==> src/sv/bcq_pkg.sv <==
// Shared types, constants and helper functions for the byte circular queue.
package bcq_pkg;

   localparam int MAX_DEPTH = 16;
   localparam int IDX_W     = (MAX_DEPTH > 1) ? $clog2(MAX_DEPTH) : 1;
   // Wide enough to hold the slot count itself.
   localparam int SLOT_W    = IDX_W + 1;
   localparam int CAP_W     = 5;
   localparam int DATA_W    = 8;
   localparam int CAP_RESET = 16;
   localparam int CAP_RESET_SAT = (CAP_RESET > MAX_DEPTH) ? MAX_DEPTH :
                                  ((CAP_RESET < 1) ? 1 : CAP_RESET);

   typedef enum logic [1:0] {
      OP_INSERT  = 2'd0,
      OP_DELETE  = 2'd1,
      OP_DISPLAY = 2'd2
   } opcode_type;

   typedef enum logic [1:0] {
      ST_OK        = 2'd0,
      ST_OVERFLOW  = 2'd1,
      ST_UNDERFLOW = 2'd2,
      ST_EMPTY     = 2'd3
   } status_type;

   typedef struct packed {
      opcode_type          opcode;
      logic [DATA_W-1:0]   value;
   } req_type;

   typedef struct packed {
      logic [DATA_W-1:0]   data;
      status_type          status;
      logic                last;
   } rsp_type;

   // Commands from the controller to the datapath.
   typedef struct packed {
      logic ins_ok;
      logic ins_ovf;
      logic del_start;
      logic del_udf;
      logic disp_start;
      logic disp_empty;
      logic del_emit;
      logic disp_emit;
   } cmd_type;

   // Status from the datapath to the controller.
   typedef struct packed {
      logic full;
      logic empty;
      logic walk_at_tail;
   } stat_type;

   function automatic logic [IDX_W-1:0] next_index(input logic [IDX_W-1:0] idx,
                                                   input logic [SLOT_W-1:0] slots);
      logic [SLOT_W-1:0] n;
      n = SLOT_W'(idx) + SLOT_W'(1);
      return (n >= slots) ? '0 : n[IDX_W-1:0];
   endfunction

   function automatic logic [SLOT_W-1:0] saturate_cap(input logic [CAP_W-1:0] raw);
      logic [SLOT_W-1:0] res;
      if (raw == '0) begin
         res = SLOT_W'(1);
      end else if (int'(raw) > MAX_DEPTH) begin
         res = SLOT_W'(MAX_DEPTH);
      end else begin
         res = SLOT_W'(raw);
      end
      return res;
   endfunction

endpackage

==> src/sv/bcq_ram.sv <==
// Generic single-write, single-read RAM with registered read data.
module bcq_ram #(
   parameter int WIDTH = 8,
   parameter int DEPTH = 16,
   parameter int AW    = (DEPTH > 1) ? $clog2(DEPTH) : 1
) (
   input  logic             clock,
   input  logic             we,
   input  logic [AW-1:0]    waddr,
   input  logic [WIDTH-1:0] wdata,
   input  logic [AW-1:0]    raddr,
   output logic [WIDTH-1:0] rdata
);

   logic [WIDTH-1:0] mem_ff [DEPTH];
   logic [WIDTH-1:0] rdata_ff;

   always_ff @(posedge clock) begin
      if (we) begin
         mem_ff[waddr] <= wdata;
      end
      rdata_ff <= mem_ff[raddr];
   end

   assign rdata = rdata_ff;

endmodule

==> src/sv/bcq_ctrl.sv <==
// Controller state machine for the byte circular queue.
module bcq_ctrl (
   input  logic                clock,
   input  logic                reset,
   input  logic                start,
   input  bcq_pkg::opcode_type opcode,
   input  bcq_pkg::stat_type   stat,
   output bcq_pkg::cmd_type    cmd,
   output logic                busy
);
   import bcq_pkg::*;

   typedef enum logic [1:0] {
      S_IDLE,
      S_DEL,
      S_DISP
   } state_type;

   state_type state_ff, state_in;
   logic      accept;

   assign accept = start && (state_ff == S_IDLE);
   assign busy   = (state_ff != S_IDLE);

   always_comb begin
      cmd      = '0;
      state_in = state_ff;
      unique case (state_ff)
         S_IDLE: begin
            if (accept) begin
               unique case (opcode)
                  OP_INSERT: begin
                     cmd.ins_ovf = stat.full;
                     cmd.ins_ok  = !stat.full;
                  end
                  OP_DELETE: begin
                     if (stat.empty) begin
                        cmd.del_udf = 1'b1;
                     end else begin
                        cmd.del_start = 1'b1;
                        state_in      = S_DEL;
                     end
                  end
                  OP_DISPLAY: begin
                     if (stat.empty) begin
                        cmd.disp_empty = 1'b1;
                     end else begin
                        cmd.disp_start = 1'b1;
                        state_in       = S_DISP;
                     end
                  end
                  default: begin
                     // The unused code is dropped without a result.
                  end
               endcase
            end
         end
         S_DEL: begin
            cmd.del_emit = 1'b1;
            state_in     = S_IDLE;
         end
         S_DISP: begin
            cmd.disp_emit = 1'b1;
            if (stat.walk_at_tail) begin
               state_in = S_IDLE;
            end
         end
         default: begin
            state_in = S_IDLE;
         end
      endcase
   end

   always_ff @(posedge clock) begin
      if (reset) begin
         state_ff <= S_IDLE;
      end else begin
         state_ff <= state_in;
      end
   end

endmodule

==> src/sv/bcq_datapath.sv <==
// Datapath of the byte circular queue: pointers, slot store and result register.
module bcq_datapath (
   input  logic                      clock,
   input  logic                      reset,
   input  bcq_pkg::cmd_type          cmd,
   input  bcq_pkg::req_type          req_payload,
   input  logic                      csr_we,
   input  logic [bcq_pkg::CAP_W-1:0] csr_wdata,
   output bcq_pkg::stat_type         stat,
   output logic                      rsp_valid,
   output bcq_pkg::rsp_type          rsp_payload
);
   import bcq_pkg::*;

   logic [IDX_W-1:0]  head_ff, head_in;
   logic [IDX_W-1:0]  tail_ff, tail_in;
   logic [IDX_W-1:0]  walk_ff, walk_in;
   logic              empty_ff, empty_in;
   logic [SLOT_W-1:0] cap_ff, cap_in;
   logic              rsp_valid_ff, rsp_valid_in;
   rsp_type           rsp_ff, rsp_in;

   logic [IDX_W-1:0]  tail_next;
   logic [IDX_W-1:0]  walk_next;
   logic [IDX_W-1:0]  raddr;
   logic [IDX_W-1:0]  waddr;
   logic [DATA_W-1:0] rdata;

   assign tail_next = next_index(tail_ff, cap_ff);
   assign walk_next = next_index(walk_ff, cap_ff);

   assign stat.empty        = empty_ff;
   assign stat.full         = !empty_ff && (tail_next == head_ff);
   assign stat.walk_at_tail = (walk_ff == tail_ff);

   // While walking, fetch the entry after the one being shown.
   assign raddr = cmd.disp_emit ? walk_next : head_ff;
   assign waddr = empty_ff ? '0 : tail_next;

   bcq_ram #(
      .WIDTH (DATA_W),
      .DEPTH (MAX_DEPTH)
   ) u_slot_store (
      .clock (clock),
      .we    (cmd.ins_ok),
      .waddr (waddr),
      .wdata (req_payload.value),
      .raddr (raddr),
      .rdata (rdata)
   );

   always_comb begin
      head_in      = head_ff;
      tail_in      = tail_ff;
      walk_in      = walk_ff;
      empty_in     = empty_ff;
      cap_in       = cap_ff;
      rsp_valid_in = 1'b0;
      rsp_in       = '{data: '0, status: ST_OK, last: 1'b1};

      priority if (csr_we) begin
         // A capacity write also flushes the queue.
         cap_in   = saturate_cap(csr_wdata);
         head_in  = '0;
         tail_in  = '0;
         empty_in = 1'b1;
      end else if (cmd.ins_ok) begin
         if (empty_ff) begin
            head_in  = '0;
            tail_in  = '0;
            empty_in = 1'b0;
         end else begin
            tail_in = tail_next;
         end
         rsp_valid_in = 1'b1;
      end else if (cmd.ins_ovf) begin
         rsp_valid_in  = 1'b1;
         rsp_in.status = ST_OVERFLOW;
      end else if (cmd.del_udf) begin
         rsp_valid_in  = 1'b1;
         rsp_in.status = ST_UNDERFLOW;
      end else if (cmd.disp_empty) begin
         rsp_valid_in  = 1'b1;
         rsp_in.status = ST_EMPTY;
      end else if (cmd.del_start) begin
         // The head is read in this cycle, so the pointers may move now.
         if (head_ff == tail_ff) begin
            head_in  = '0;
            tail_in  = '0;
            empty_in = 1'b1;
         end else begin
            head_in = next_index(head_ff, cap_ff);
         end
      end else if (cmd.disp_start) begin
         walk_in = head_ff;
      end else if (cmd.del_emit) begin
         rsp_valid_in = 1'b1;
         rsp_in.data  = rdata;
      end else if (cmd.disp_emit) begin
         rsp_valid_in = 1'b1;
         rsp_in.data  = rdata;
         rsp_in.last  = stat.walk_at_tail;
         walk_in      = walk_next;
      end else begin
         rsp_valid_in = 1'b0;
      end
   end

   always_ff @(posedge clock) begin
      if (reset) begin
         head_ff      <= '0;
         tail_ff      <= '0;
         walk_ff      <= '0;
         empty_ff     <= 1'b1;
         cap_ff       <= SLOT_W'(CAP_RESET_SAT);
         rsp_valid_ff <= 1'b0;
      end else begin
         head_ff      <= head_in;
         tail_ff      <= tail_in;
         walk_ff      <= walk_in;
         empty_ff     <= empty_in;
         cap_ff       <= cap_in;
         rsp_valid_ff <= rsp_valid_in;
      end
      rsp_ff <= rsp_in;
   end

   assign rsp_valid   = rsp_valid_ff;
   assign rsp_payload = rsp_ff;

endmodule

==> src/sv/byte_circular_queue_core.sv <==
// Top level of the byte circular queue: controller and datapath joined together.
//
// A transaction is taken when start is high and busy is low. Every result
// appears on rsp_payload for one cycle with rsp_valid high and cannot be
// held off, so the receiver must take it in that cycle. Insert, overflow,
// underflow and display of an empty queue give their single result in the
// cycle after the transaction and keep busy low, so one such transaction can
// be taken every cycle. Delete passes through the S_DEL state, since the slot
// store is a RAM with a registered read port. Display of the held entries
// stays in S_DISP and gives one result per cycle, the walk being paced by
// that same read port. Writing the capacity register empties the queue.
module byte_circular_queue_core (
   input  logic                      clock,
   input  logic                      reset,
   input  logic                      start,
   output logic                      busy,
   input  bcq_pkg::req_type          req_payload,
   output logic                      rsp_valid,
   output bcq_pkg::rsp_type          rsp_payload,
   input  logic                      csr_we,
   input  logic [bcq_pkg::CAP_W-1:0] csr_wdata
);
   import bcq_pkg::*;

   cmd_type  cmd;
   stat_type stat;

   bcq_ctrl u_ctrl (
      .clock  (clock),
      .reset  (reset),
      .start  (start),
      .opcode (req_payload.opcode),
      .stat   (stat),
      .cmd    (cmd),
      .busy   (busy)
   );

   bcq_datapath u_datapath (
      .clock       (clock),
      .reset       (reset),
      .cmd         (cmd),
      .req_payload (req_payload),
      .csr_we      (csr_we),
      .csr_wdata   (csr_wdata),
      .stat        (stat),
      .rsp_valid   (rsp_valid),
      .rsp_payload (rsp_payload)
   );

endmodule
==> config.mk <==
export PLATFORM = sky130hd
export DESIGN_NAME = byte_circular_queue_core
export DESIGN_NICKNAME = d
export VERILOG_FILES = /design/src/sv/bcq_pkg.sv /design/src/sv/bcq_ram.sv /design/src/sv/bcq_ctrl.sv /design/src/sv/bcq_datapath.sv /design/src/sv/byte_circular_queue_core.sv
export SDC_FILE = /design/constraint.sdc
export NUM_CORES = 1
export LEC_CHECK = 0
export ABC_AREA = 1
export BUFFER_PORTS_ARGS = -buffer_cell sky130_fd_sc_hd__buf_2
export CORE_ASPECT_RATIO = 0.7
export CORE_MARGIN = 2
export CORE_UTILIZATION = 30
export DETAILED_ROUTE_END_ITERATION = 10
export RECOVER_POWER = 50
export SLEW_MARGIN = 20
export SYNTH_ARGS = -nofsm -noshare
export SYNTH_HDL_FRONTEND = slang
export SYNTH_SLANG_ARGS = --single-unit
==> constraint.sdc <==
create_clock -name clock -period 6.2 [get_ports clock]
set_input_delay 1.24 -clock clock [delete_from_list [all_inputs] [get_ports clock]]
set_output_delay 1.24 -clock clock [all_outputs]
set_load 0.01 [all_outputs]
==> impl_metrics.ini <==
[yosys]
netlist_area_sq_um = 7890
ys.flop_type = edfxtp_1
async_reset_ff_share_pct = 0
syn_inst = 821
synth_edf_count = 128
syn-num-nets = 864
yosysWarnings = 0
synth.yosys.seq_area_share_pct = 58.9
syn_avg_cell_area_sq_um = 9.61
synth-seq-cells = 168
yosys.cell_types.count = 41

[global_route]
grt_max_degree = 81
first_global_vias = 5233
grt_pass1_wl_um = 30200
grt_use_total_pct = 14.5
grt_overflow = 0
antenna_found_initial = 0

[timing]
setup_violations = 0
max_freq_mhz = 263
worst_pin_slew_ps = 1110
skew_ps = 9.76
finalHoldViolations = 0
slew_violations = 0
finalSetupTns_ps = 0
fin_crit_ps = 3800
fin_crit_sh_pct = 61.3
slew-limit-headroom_pct = 26.1
whs_ps = 418
grt_setup_unrepaired = false

[critical_path]
start_kind = flop
crit_chain = ha_1 > xor2_1 > ha_1 > a21oi_1 > o21a_1 > and2_1 > nand3_2 > buf_4 > nand2_2 > buf_4 > nand2_1 > nand2_1 > nand2_1 > nand3_1 > nand3_1 > nand2_1
cp_common_cell = nand2_1
crit_fanout = 80
cp_top_family = simple AND/OR/NAND/NOR gates
cp_data_required_time_ps = 6570
crit_type = reg -> reg
cpMaxStageDelayCell = buf_4
cp.arrival_ps = 4170
cpPeakStageDelay_ps = 670
setup.worst_path.end_class = flop
timing.rr.start = u_datapath.walk_ff[0]$_SDFFE_PP0P_
path_buf_inv = 2
worstSetupStartpoint = u_datapath.walk_ff[0]$_SDFFE_PP0P_

[clock_tree]
clock-sinks = 168
post_cts_buffers = 0
cts_htree_levels = 4
cts_resized = 0
clkTransAtPathRegs_ps = 70
holdBufCountCts = 0
cts_buffers = 17
clk_latency_ps = 430
cts_tree = yes
root_buffer = clkbuf_16
clk_path_buf_depth = 2

[cells_and_area]
fin_nets = 885
drive_above_1_share_pct = 8.42
fin_cells = 1186
post-route-util_pct = 34.3
num_antenna_cells = 0
areaGrowthSynthToFinish_pct = 12.0
fillers = 2598

[detailed_routing]
drt_pass1_iterations = 6
wire_per_inst_um = 16.4
drt-initial-drc-count = 613
ant_nets = 0
via_per_inst = 4.82
wl_met3_um = 1240
vias = 5721
post-route-drc-count = 0
wl_met1_um = 9850
wl_met2_um = 8170
highest_layer = met4
wirelength_um = 19500

[placed_design]
placed_cells = 1154
dp_hpwl_um = 12600
place_congestion = 0.845
io_buffer_count = 31

[floorplan]
design.core.area_sq_um = 25700
io_pins = 32
rows = 49
die_area_sq_um = 27600
die_y_um = 140
dieWidth_um = 198
initial_core_util_pct = 30.6

[power_and_ir_drop]
peakVddDrop_mv = 0.225
leakagePower_nw = 3.43
powerDensity_nw_per_um2 = 338

[status]
status = completed

[worst_hold_path]
hp-start = u_datapath.u_slot_store.rdata[4]$_DFF_P_
hold_path_class = reg -> reg

[run]
drv_cap = 0
cell families (layout without fill, tap and decap cells):
family	after synthesis	count (layout)	share of synthesized area, %
and+or+nand+nor	449	449	25.0
DFF	168	168	58.9
buffers and inverters	111	145	6.07
AOI/OAI and AO/OA	56	56	4.58
adders and majority gates	24	24	3.81
xor gates and xnor gates	13	13	1.63
power by group:
part           internal (W)  switching (W)  total [W]
Combinational      0.000195       0.000472   0.000667
Sequential          0.00127      0.0000338    0.00130
Clock              0.000586       0.000429    0.00102
Total               0.00205       0.000934    0.00298
worst register-to-register path: stages, from the launching register on:
cell	delay, ps
dfxtp_1	480
ha_1	230
xor2_1	260
ha_1	290
a21oi_1	140
o21a_1	110
and2_1	270
nand3_2	90
buf_4	320
nand2_2	130
buf_4	670
nand2_1	150
nand2_1	100
nand2_1	100
nand3_1	120
nand3_1	150
nand2_1	130
sequential cells by signal (all words and copies together) (netlist names):
register and cells:
u_datapath.u_slot_store.mem_ff 128, u_datapath.rsp_payload 11, u_datapath.u_slot_store.rdata 8, u_datapath.cap_ff 5
u_datapath.head_ff 4, u_datapath.tail_ff 4, u_datapath.walk_ff 4, u_ctrl.state_ff 2
u_datapath.empty_ff 1, u_datapath.rsp_valid 1
stage by stage:
stage               area [sq um]  power [W]  setup slack [ps]
finish                      8840    0.00298              2400
global route                8840    0.00313              2140
CTS                         8870    0.00300              2440
detailed placement          8310    0.00199              2470
global placement            8310    0.00199              2450
floorplan                   7890    0.00180              3200
placed cells by master (no fill, tap or decap), types with 6 or more instances in the layout:
cell / n
o21ai_0: 8
o211ai_1: 16
nand3_1: 120
nor2_1: 56
a21oi_1: 17
inv_1: 72
dfxtp_1: 40
clkbuf_16: 17
nand4_1: 9
xor2_1: 9
edfxtp_1: 128
nand2_2: 7
ha_1: 24
clkbuf_1: 23
buf_2: 9
nand2_1: 237
nand3_2: 6
final timing paths:
kind	cells past startpoint	to	slack, ps
worst max-delay path	16	u_datapath.u_slot_store.rdata[2]$_DFF_P_	2400
worst min-delay path	2	u_datapath.rsp_payload[7]$_SDFF_PP0_	420
worst max register to register	16	u_datapath.u_slot_store.rdata[2]$_DFF_P_	2400
worst min register to register	2	u_datapath.rsp_payload[7]$_SDFF_PP0_	420
cell usage after synthesis, types with 4 or more instances:
| library cell | instances | area share [%] |
|---|---|---|
| nand2_1 | 237 | 11 |
| edfxtp_1 | 128 | 49 |
| o21ai_0 | 8 | 0.51 |
| xor2_1 | 9 | 1.0 |
| buf_4 | 4 | 0.38 |
| dfxtp_1 | 40 | 10 |
| o211ai_1 | 16 | 1.5 |
| inv_2 | 4 | 0.19 |
| a21oi_1 | 17 | 1.1 |
| clkbuf_1 | 4 | 0.19 |
| nand3_2 | 6 | 0.76 |
| nand4_1 | 9 | 0.71 |
| nor3_1 | 4 | 0.25 |
| nor2_1 | 56 | 2.7 |
| buf_2 | 20 | 1.3 |
| ha_1 | 24 | 3.8 |
| nand2_2 | 7 | 0.56 |
| inv_1 | 72 | 3.4 |
| nand3_1 | 120 | 7.6 |
metal layers:
metal	GRT usage [%]	up-vias
li1	-	2805
met1	22.0	2729
met2	20.4	174
met3	3.49	13
met4	3.72	0
met5	0	-
cell type report:
type | count | area (sq um) | area share (%)
clock buffer | 18 | 429 | 4.86
clock inverter | 14 | 134 | 1.51
inverter | 77 | 289 | 3.27
multi-input combinational | 542 | 2760 | 31.2
sequential | 168 | 4640 | 52.6
tap | 331 | 414 | 4.69
timing repair buffer | 36 | 165 | 1.87
(Power assumes the default switching activity.)
